===== src/lmc_pkg.sv =====
// Shared types and codes for the LED mode controller.
`default_nettype none

package lmc_pkg;

   localparam int NUM_CHAN = 3;
   localparam int TIMES_W = 48;
   localparam int MS_W = 16;
   localparam int CNT_W = 16;
   localparam int CSR_DATA_W = 64;
   localparam int CSR_ADDR_W = 5;
   localparam int TICK_PERIOD_MS_DEFAULT = 10;

   // item kinds
   localparam logic KIND_TICK = 1'b0;
   localparam logic KIND_SET  = 1'b1;

   // channel mode codes (codes 5..7 are stored but do nothing)
   localparam logic [2:0] MODE_OFF    = 3'd0;
   localparam logic [2:0] MODE_ON     = 3'd1;
   localparam logic [2:0] MODE_TOGGLE = 3'd2;
   localparam logic [2:0] MODE_BLINK  = 3'd3;
   localparam logic [2:0] MODE_PULSE  = 3'd4;

   // pulse phases (phase 3 is never entered)
   localparam logic [1:0] PHASE_GO_HIGH = 2'd0;
   localparam logic [1:0] PHASE_HOLD    = 2'd1;
   localparam logic [1:0] PHASE_GO_LOW  = 2'd2;

   // register indexes
   localparam logic [1:0] REG_CHAN0_TIMES = 2'd0;
   localparam logic [1:0] REG_CHAN1_TIMES = 2'd1;
   localparam logic [1:0] REG_CHAN2_TIMES = 2'd2;

   // per-channel hold lengths in ticks
   typedef struct packed {
      logic [CNT_W-1:0] blink_on;
      logic [CNT_W-1:0] blink_off;
      logic [CNT_W-1:0] pulse;
   } lmc_limits_type;

   // per-channel controls from the top level
   typedef struct packed {
      logic       tick;
      logic       set;
      logic [2:0] new_mode;
   } lmc_ctrl_type;

endpackage

`default_nettype wire


===== src/lmc_channel.sv =====
// One LED channel: mode register, blink and pulse sequencing.
`default_nettype none

module lmc_channel
   import lmc_pkg::*;
(
   input  wire logic           clock,
   input  wire logic           reset,
   input  wire lmc_ctrl_type   ctrl,
   input  wire lmc_limits_type limits,
   output logic                drive_in
);

   logic [2:0]       mode_ff, mode_in;
   logic             steady_ff, steady_in;
   logic             bstarted_ff, bstarted_in;
   logic             blevel_ff, blevel_in;
   logic [CNT_W-1:0] bcount_ff, bcount_in;
   logic [1:0]       phase_ff, phase_in;
   logic             plevel_ff, plevel_in;
   logic [CNT_W-1:0] pcount_ff, pcount_in;
   logic [CNT_W-1:0] bcount_inc, pcount_inc, blink_lim;

   assign bcount_inc = bcount_ff + 1'b1;
   assign pcount_inc = pcount_ff + 1'b1;
   assign blink_lim  = blevel_ff ? limits.blink_on : limits.blink_off;

   always_comb begin
      mode_in     = mode_ff;
      steady_in   = steady_ff;
      bstarted_in = bstarted_ff;
      blevel_in   = blevel_ff;
      bcount_in   = bcount_ff;
      phase_in    = phase_ff;
      plevel_in   = plevel_ff;
      pcount_in   = pcount_ff;
      drive_in    = 1'b0;
      if (ctrl.set) begin
         mode_in = ctrl.new_mode;
      end else if (ctrl.tick) begin
         case (mode_ff)
            MODE_OFF: begin
               steady_in = 1'b0;
            end
            MODE_ON: begin
               steady_in = 1'b1;
               drive_in  = 1'b1;
            end
            MODE_TOGGLE: begin
               mode_in = steady_ff ? MODE_OFF : MODE_ON;
            end
            MODE_BLINK: begin
               if (!bstarted_ff) begin
                  blevel_in   = 1'b0;
                  bstarted_in = 1'b1;
               end else if (bcount_inc >= blink_lim) begin
                  bcount_in = '0;
                  blevel_in = ~blevel_ff;
               end else begin
                  bcount_in = bcount_inc;
               end
               drive_in = blevel_in;
            end
            MODE_PULSE: begin
               case (phase_ff)
                  PHASE_GO_HIGH: begin
                     plevel_in = 1'b1;
                     phase_in  = PHASE_HOLD;
                  end
                  PHASE_HOLD: begin
                     if (pcount_inc >= limits.pulse) begin
                        pcount_in = '0;
                        phase_in  = PHASE_GO_LOW;
                     end else begin
                        pcount_in = pcount_inc;
                     end
                  end
                  PHASE_GO_LOW: begin
                     plevel_in = 1'b0;
                     phase_in  = PHASE_GO_HIGH;
                     mode_in   = MODE_OFF;
                  end
                  default: begin
                  end
               endcase
               drive_in = plevel_in;
            end
            default: begin
            end
         endcase
      end
   end

   always_ff @(posedge clock) begin
      if (reset) begin
         mode_ff     <= MODE_OFF;
         steady_ff   <= 1'b0;
         bstarted_ff <= 1'b0;
         blevel_ff   <= 1'b0;
         bcount_ff   <= '0;
         phase_ff    <= PHASE_GO_HIGH;
         plevel_ff   <= 1'b0;
         pcount_ff   <= '0;
      end else begin
         mode_ff     <= mode_in;
         steady_ff   <= steady_in;
         bstarted_ff <= bstarted_in;
         blevel_ff   <= blevel_in;
         bcount_ff   <= bcount_in;
         phase_ff    <= phase_in;
         plevel_ff   <= plevel_in;
         pcount_ff   <= pcount_in;
      end
   end

endmodule

`default_nettype wire


===== src/led_mode_controller_unit.sv =====
// Top level of the three-channel LED mode controller.
//
// Three-channel LED driver. A word with kind = set writes the mode of one
// channel (off, on, toggle, blink, pulse; a channel number of 3 is ignored)
// and returns nothing. A word with kind = tick steps all three channels and
// returns one word with the three pin levels. The channel state, and on a
// tick the result register, update at the edge that accepts the word, so
// a word can be taken every cycle when none is held off. The result register
// holds one finished word; a tick is held off only while that word is still
// stalled, set words pass regardless. Timing registers are 48 bits at byte
// addresses 0, 8 and 16 (blink on ms, blink off ms, pulse ms, 16 bits each).
// On a write the millisecond fields are turned into tick counts,
// floor(ms / TICK_PERIOD_MS), with a reciprocal multiply, so the counts are
// ready for the word right after the write. Reads return the raw value.
`default_nettype none

module led_mode_controller_unit
   import lmc_pkg::*;
#(
   parameter int TICK_PERIOD_MS = TICK_PERIOD_MS_DEFAULT
) (
   input  wire logic                  clock,
   input  wire logic                  reset,
   // request channel
   input  wire logic                  req_valid,
   output logic                       req_stall,
   input  wire logic                  req_kind,
   input  wire logic [1:0]            req_chan,
   input  wire logic [2:0]            req_new_mode,
   // response channel
   output logic                       rsp_valid,
   input  wire logic                  rsp_stall,
   output logic                       rsp_drive0,
   output logic                       rsp_drive1,
   output logic                       rsp_drive2,
   // register port
   input  wire logic                  csr_psel,
   input  wire logic                  csr_penable,
   input  wire logic                  csr_pwrite,
   input  wire logic [CSR_ADDR_W-1:0] csr_paddr,
   input  wire logic [CSR_DATA_W-1:0] csr_pwdata,
   output logic [CSR_DATA_W-1:0]      csr_prdata,
   output logic                       csr_pready
);

   // exact x / D for 16-bit x: (x * ceil(2^(16+L) / D)) >> (16+L), L = clog2(D)
   localparam int DIV_L = $clog2(TICK_PERIOD_MS);
   localparam int DIV_SHIFT = MS_W + DIV_L;
   localparam int RECIP_W = MS_W + 1;
   localparam logic [RECIP_W-1:0] DIV_RECIP =
      RECIP_W'(((64'd1 << DIV_SHIFT) + 64'(TICK_PERIOD_MS) - 64'd1) /
               64'(TICK_PERIOD_MS));

   function automatic logic [CNT_W-1:0] ticks_of(input logic [MS_W-1:0] ms);
      logic [MS_W+RECIP_W-1:0] prod;
      prod = {{RECIP_W{1'b0}}, ms} * {{MS_W{1'b0}}, DIV_RECIP};
      return CNT_W'(prod >> DIV_SHIFT);
   endfunction

   logic [TIMES_W-1:0] times_ff [NUM_CHAN];
   lmc_limits_type     limits_ff [NUM_CHAN];
   logic               csr_wr;
   logic [1:0]         csr_idx;
   lmc_limits_type     wr_limits;

   logic               req_accept;
   logic               rsp_valid_ff, rsp_valid_in;
   logic [NUM_CHAN-1:0] drive_ff, drive_in;
   lmc_ctrl_type       ctrl [NUM_CHAN];

   // register port: no wait states
   assign csr_pready = 1'b1;
   assign csr_wr     = csr_psel & csr_penable & csr_pwrite;
   assign csr_idx    = csr_paddr[4:3];

   assign wr_limits.blink_on  = ticks_of(csr_pwdata[15:0]);
   assign wr_limits.blink_off = ticks_of(csr_pwdata[31:16]);
   assign wr_limits.pulse     = ticks_of(csr_pwdata[47:32]);

   always_ff @(posedge clock) begin
      if (reset) begin
         for (int i = 0; i < NUM_CHAN; i++) begin
            times_ff[i]  <= '0;
            limits_ff[i] <= '0;
         end
      end else if (csr_wr) begin
         for (int i = 0; i < NUM_CHAN; i++) begin
            if (csr_idx == 2'(i)) begin
               times_ff[i]  <= csr_pwdata[TIMES_W-1:0];
               limits_ff[i] <= wr_limits;
            end
         end
      end
   end

   always_comb begin
      case (csr_idx)
         REG_CHAN0_TIMES: csr_prdata = CSR_DATA_W'(times_ff[0]);
         REG_CHAN1_TIMES: csr_prdata = CSR_DATA_W'(times_ff[1]);
         REG_CHAN2_TIMES: csr_prdata = CSR_DATA_W'(times_ff[2]);
         default:         csr_prdata = '0;
      endcase
   end

   // a tick needs the result slot; a set word never does
   assign req_stall  = rsp_valid_ff & rsp_stall & (req_kind == KIND_TICK);
   assign req_accept = req_valid & ~req_stall;

   generate
      for (genvar g = 0; g < NUM_CHAN; g++) begin : g_chan
         assign ctrl[g].tick     = req_accept & (req_kind == KIND_TICK);
         assign ctrl[g].set      = req_accept & (req_kind == KIND_SET) &
                                   (req_chan == 2'(g));
         assign ctrl[g].new_mode = req_new_mode;

         lmc_channel u_chan (
            .clock    (clock),
            .reset    (reset),
            .ctrl     (ctrl[g]),
            .limits   (limits_ff[g]),
            .drive_in (drive_in[g])
         );
      end
   endgenerate

   // result register: loads on a tick, clears when taken
   always_comb begin
      rsp_valid_in = rsp_valid_ff & rsp_stall;
      if (req_accept && req_kind == KIND_TICK) begin
         rsp_valid_in = 1'b1;
      end
   end

   always_ff @(posedge clock) begin
      if (reset) begin
         rsp_valid_ff <= 1'b0;
      end else begin
         rsp_valid_ff <= rsp_valid_in;
      end
   end

   always_ff @(posedge clock) begin
      if (req_accept && req_kind == KIND_TICK) begin
         drive_ff <= drive_in;
      end
   end

   assign rsp_valid  = rsp_valid_ff;
   assign rsp_drive0 = drive_ff[0];
   assign rsp_drive1 = drive_ff[1];
   assign rsp_drive2 = drive_ff[2];

endmodule

`default_nettype wire


===== config.mk =====
export PLATFORM = sky130hd
export DESIGN_NAME = led_mode_controller_unit
export DESIGN_NICKNAME = d
export VERILOG_FILES = /design/src/lmc_pkg.sv /design/src/lmc_channel.sv /design/src/led_mode_controller_unit.sv
export SDC_FILE = /design/constraint.sdc
export NUM_CORES = 2
export LEC_CHECK = 0
export ABC_AREA = 1
export BUFFER_PORTS_ARGS = -buffer_cell sky130_fd_sc_hd__buf_2
export CAP_MARGIN = 20
export CORE_MARGIN = 3
export CORE_UTILIZATION = 59
export CTS_BUF_LIST = sky130_fd_sc_hd__clkbuf_4 sky130_fd_sc_hd__clkbuf_8
export CTS_CLUSTER_DIAMETER = 100
export DETAILED_ROUTE_END_ITERATION = 7
export PLACE_DENSITY = 0.78
export SLEW_MARGIN = 20
export SYNTH_ARGS = -nofsm -noshare
export SYNTH_HDL_FRONTEND = slang
export SYNTH_SLANG_ARGS = --single-unit
export TNS_END_PERCENT = 30

===== constraint.sdc =====
create_clock -name clock -period 9.1 [get_ports clock]
set_clock_uncertainty 0.1 [all_clocks]
set_input_delay 1.365 -clock clock [delete_from_list [all_inputs] [get_ports clock]]
set_output_delay 1.365 -clock clock [all_outputs]
set_load 0.01 [all_outputs]

After elaboration in Yosys (flattened, before gate mapping)
Memory sizes are Yosys's and may differ from the RTL's.
Cells that the tools add are included.
{"block": "word_totals", "elab_cells": 210, "in_bits": 82, "ff_bits": 127, "n_memories": 2, "mem_bits_rw": 261, "output_inout_bits": 70}
{"memory": "times_ff", "words": 3, "word_bits": 48, "rd": 3, "rd_clocked_by_memory_dff": 0, "write_ports": 3, "line": "led_mode_controller_unit.sv:60", "rtl": "logic [TIMES_W-1:0] times_ff [NUM_CHAN];"}
{"memory": "limits_ff", "words": 3, "word_bits": 39, "rd": 3, "rd_clocked_by_memory_dff": 0, "write_ports": 3, "line": "led_mode_controller_unit.sv:61", "rtl": "lmc_limits_type limits_ff [NUM_CHAN];"}
{"block": "op_classes", "n_mux": 67, "multipliers": 3, "eq_ne": 28, "add_sub_neg": 6, "n_lt_le_gt_ge": 6, "bitwise_logic": 25, "n_reduce_logical": 45}
{"operator": "$mux 16", "count": 9}
{"operator": "$mux 48", "count": 3}
{"operator": "$pmux 48 s3", "count": 1}
{"operator": "$mux 39", "count": 3}
{"operator": "$add 16x1->16 const B", "count": 6}
{"operator": "$ge 16x16->1", "count": 6}
{"operator": "$mul 16x16->32 const B", "count": 3}
{"operator": "$reduce_and 3->1", "count": 12}
{"operator": "$mux 3", "count": 9}
{"operator": "$mux 1", "count": 24}
{"operator": "$reduce_and 4->1", "count": 6}
{"operator": "$eq 3x2->1 const B", "count": 6}
{"operator": "$pmux 2 s3", "count": 3}
{"operator": "$pmux 3 s2", "count": 3}
{"operator": "$reduce_bool 3->1", "count": 6}
{"operator": "$reduce_and 5->1", "count": 3}
{"operator": "$pmux 1 s2", "count": 6}
{"operator": "$reduce_bool 2->1", "count": 6}
{"operator": "$and 1x1->1", "count": 10}
{"operator": "$eq 2x1->1 const B", "count": 5}
{"operator": "$eq 2x2->1 const B", "count": 5}
{"operator": "$logic_not 2->1", "count": 5}
{"operator": "$eq 3x1->1 const B", "count": 3}
{"operator": "$eq 3x3->1 const B", "count": 3}
{"operator": "other kinds (9)", "count": 34}

Longest topological paths before layout
{"block": "logic_depth", "word_depth": 8, "ltp_mapped": 24, "ltp_nobuf": 24}

Modules after synthesis
Synthesis repeated with hierarchy kept, for this count alone.
{"block": "unflattened", "hier_cells": 4241, "area_unflattened_um2": 35626.7}
{"mod": "led_mode_controller_unit", "cells_each": 2755, "seq_area_each_um2": 7947.6, "area_per_inst_um2": 25338.1, "n_inst": 1}
{"mod": "lmc_channel (g_chan[0].u_chan ...)", "cells_each": 497, "seq_area_each_um2": 820.8, "area_per_inst_um2": 3452.1, "n_inst": 2}
{"mod": "lmc_channel (g_chan[2].u_chan)", "cells_each": 492, "seq_area_each_um2": 820.8, "area_per_inst_um2": 3384.5, "n_inst": 1}

Worst setup path after synthesis
Ideal clock, no wire load.
{"block": "synth_path", "path_kind": "input -> register", "startpoint": "in csr_paddr[4]", "endpoint": "mem limits_ff[0][39] in the netlist's numbering, enable pin", "cell_stages": 5, "t_arrival_ns": 8.233, "setup_ns": 0.653, "setup_slack_ns": 0.114, "required_time_ns": 8.347, "n_path_buf": 3, "cell_sequence": "clkbuf_1 > or2_2 > clkbuf_1 > clkbuf_1 > o21ai_0"}
{"item": "start: declaration", "line": "led_mode_controller_unit.sv:40", "rtl": "input wire logic [CSR_ADDR_W-1:0] csr_paddr,"}
{"item": "end: declaration", "line": "led_mode_controller_unit.sv:61"}

==> impl_metrics.yaml <==
power:
  p_switching_w: 0.004838
  internal_power_w: 0.005227
  power_density_nw_per_um2: 277.9
  power_w: 0.01007
  sw_frac_of_total: 0.4807
  power_frac_seq: 0.204
  leakagePower_nw: 17.78
  ir_worst_vdd_mv: 0.2661
  p_clk_frac: 0.168
  pwr-share-comb: 0.628
floorplanning:
  die_width_um: 244.2
  die_y_um: 244.2
  start_util: 0.6015
  core_um2: 55630
  io_pins: 152
  row_count: 86
  fp.dieArea_um2: 59610
clocking:
  clk_path_buf_depth: 3
  cts_setup_buffers: 0
  cts_hold_buffers: 0
  root_buffer: "clkbuf_8"
  cts_tree: "done"
  path_clk_slew_ns: 0.06
  clock_sinks: 388
  htreeDepth: 3
  cts_inserted_buffers: 67
  cts_resized: 0
  clock_latency_ns: 0.66
finish:
  area_growth_pct: 8.234
  layout_common_cells: "877 x inv_1, 601 x nand2_1, 480 x ha_1"
  final_common_cell: "inv_1"
  drive_above_1_share: 0.07141
  nets: 4722
synth:
  ys_warn_count: 0
  synth_top_cell_area_share: 0.2369
  synth_area_leaders: "edfxtp_1 24%, ha_1 18%, fa_1 14%, inv_1 9.8%, dfxtp_1 7.4%"
  ys_seq_area_frac: 0.3111
  syn-mean-instance-area_um2: 8.822
  synth_edf_count: 264
  ys_seq_elements: 388
  syn_inst: 3793
  ys_types: 48
  async_flop_share: 0
  yosys.area.top_type: "edfxtp_1"
  synth_area_um2: 33460
  synthFlopType: "edfxtp_1"
hold_path:
  hp-class: "flop to flop"
sta:
  whs_ns: 0.3638
  fmax_mhz: 156.5
  slew_headroom: 0.3931
  setup_viol: 0
  fin_crit_sh: 0.7022
  period_minus_slack_ns: 6.390
  hold_violations: 0
  finalSetupTns_ns: 0
  drv_slew: 0
  rsz0062_at_grt: "no"
  tightest_slew_ns: 0.9091
critical_path:
  cpMaxStageDelayCell: "fa_1"
  path_class: "primary input to flop"
  startpoint_type: "primary input"
  cp-end-kind: "flop"
  worst-path-buf-inv: 6
  cp_max_fo: 7
  cp_data_arrival_time_ns: 6.63
  crit_required_ns: 9.34
  critical_path.top_delay_family: "adder cells"
  max_stage_delay_ns: 0.55
  crit_path_cell_trace: "buf_2 -> ha_1 -> xor2_1 -> ha_1 -> fa_1 -> inv_1 -> fa_1 -> inv_1 -> fa_1 -> inv_1 -> fa_1 -> inv_1 -> ha_1 -> nand2_1 -> nor2_1 -> inv_1 -> nor3_1 -> nand2_1 -> nand2_1 -> nor2_1 -> nor3_1"
  cp_common_cell: "inv_1"
run_status:
  status: "complete, no violations"
detailed_routing:
  viasPerCell: 5.336
  drt-initial-drc-count: 1642
  vias: 25222
  firstDrtPassIters: 8
  drc: 0
  final_antenna_net_count: 0
  wl_per_cell_um: 15.90
  wl_um: 75180
global_route:
  antenna_found_initial: 2
  grt_pass1_wl_um: 124200
  overflow: 0
  track_usage: 0.2566
  grt_max_degree: 68
  grt_pass1_vias: 25516
placed_design:
  io_buffers: 115
  gp_congestion: 0.9382
  hpwl_um: 58870
run:
  maxCapViolCount: 0
area by class of cell:
class                      count  area (µm²)
antenna                        2       5.005
clock buffer                  93        1174
clock inverter                30       255.2
fill                        4465       19410
inverter                     887        3332
multi-input combinational   2451       19430
sequential                   388       10410
tap                          748       935.9
timing repair buffer         128       675.6
tightest hold or removal path, delay by kind of cell (launching register included):
family	cells	cell delay [ns]
flip-flops	1	0.29
buffers and inverters	1	0.07
AND/OR/NAND/NOR	1	0.05
worst paths after layout:
path	from	to	slack, ns	cells after the start
min	g_chan[1].u_chan.pcount_ff[15]	g_chan[1].u_chan.pcount_ff[15]	0.36	2
max reg2reg	g_chan[2].u_chan.pcount_ff[0]	g_chan[2].u_chan.phase_ff[0]	5.77	17
min reg2reg	g_chan[1].u_chan.pcount_ff[15]	g_chan[1].u_chan.pcount_ff[15]	0.36	2
max	csr_pwdata[36]	limits_ff[0][41]	2.71	21
through the flow:
step                        util  setup WS [ns]  cells  instance area [µm²]
after floorplan                -         0.1144   3808                33520
after global placement    0.6253          2.209   4602                34780
after detailed placement  0.6253          2.103   4602                34780
after CTS                 0.6509          2.786   4725                36210
after global routing      0.6510          2.468   4727                36220
final                     0.6510          2.710   4727                36220
per-layer routing:
| metal | wire length (µm) | up-vias | global-route usage |
|---|---|---|---|
| li1 | - | 12436 | - |
| met1 | 33820 | 11891 | 0.3476 |
| met2 | 34230 | 744 | 0.4162 |
| met3 | 5250 | 151 | 0.05307 |
| met4 | 1880 | 0 | 0.07949 |
| met5 | 0 | - | 0 |
state kept, by name, indices dropped and copies added (netlist names), 6 cells and up:
register                 count
g_chan.u_chan.pcount_ff     48
g_chan.u_chan.bcount_ff     48
g_chan.u_chan.phase_ff       6
limits_ff                  117
times_ff                   144
g_chan.u_chan.mode_ff        9
synth_stat cells, types with 2 or more instances:
library cell	n
buf_1	3
conb_1	2
a221oi_1	5
nor3_2	2
nor2_4	8
a21boi_0	2
nand3_1	126
nor3_4	2
nand4_2	2
buf_4	22
dfxtp_1	124
a41oi_1	4
a211oi_1	8
o21a_1	4
nor3b_1	3
o21bai_1	12
mux2i_1	36
xnor2_1	25
fa_1	237
a21oi_1	235
nand4_1	50
inv_1	878
edfxtp_1	264
inv_2	8
xor2_1	67
a21o_1	23
nor2_1	269
o21ai_0	67
buf_2	2
nor4_1	5
nor3_1	65
clkbuf_1	55
ha_1	480
o211ai_1	55
nor2_2	7
o31ai_1	7
nand2_1	601
a31oi_1	18
power groups by stage:
stage	combinational (W)	clock, W	sequential (W)
final	0.00632	0.00169	0.00205
after global routing	0.00725	0.00180	0.00206
after CTS	0.00625	0.00172	0.00205
after detailed placement	0.00621	0	0.00209
after global placement	0.00607	0	0.00209
after floorplan	0.00465	0	0.00209
cells by family after synthesis:
kind of cell    after synthesis  synth area share
buf+inv                     969            0.1113
mux                          36           0.01077
compound gates              443           0.07654
xor+xnor                     92           0.02408
fa+ha+maj                   717            0.3213
other cells                   2         0.0002244
simple gates               1146            0.1447
flops                       388            0.3111
No activity file was read; power rests on OpenSTA's default activity.
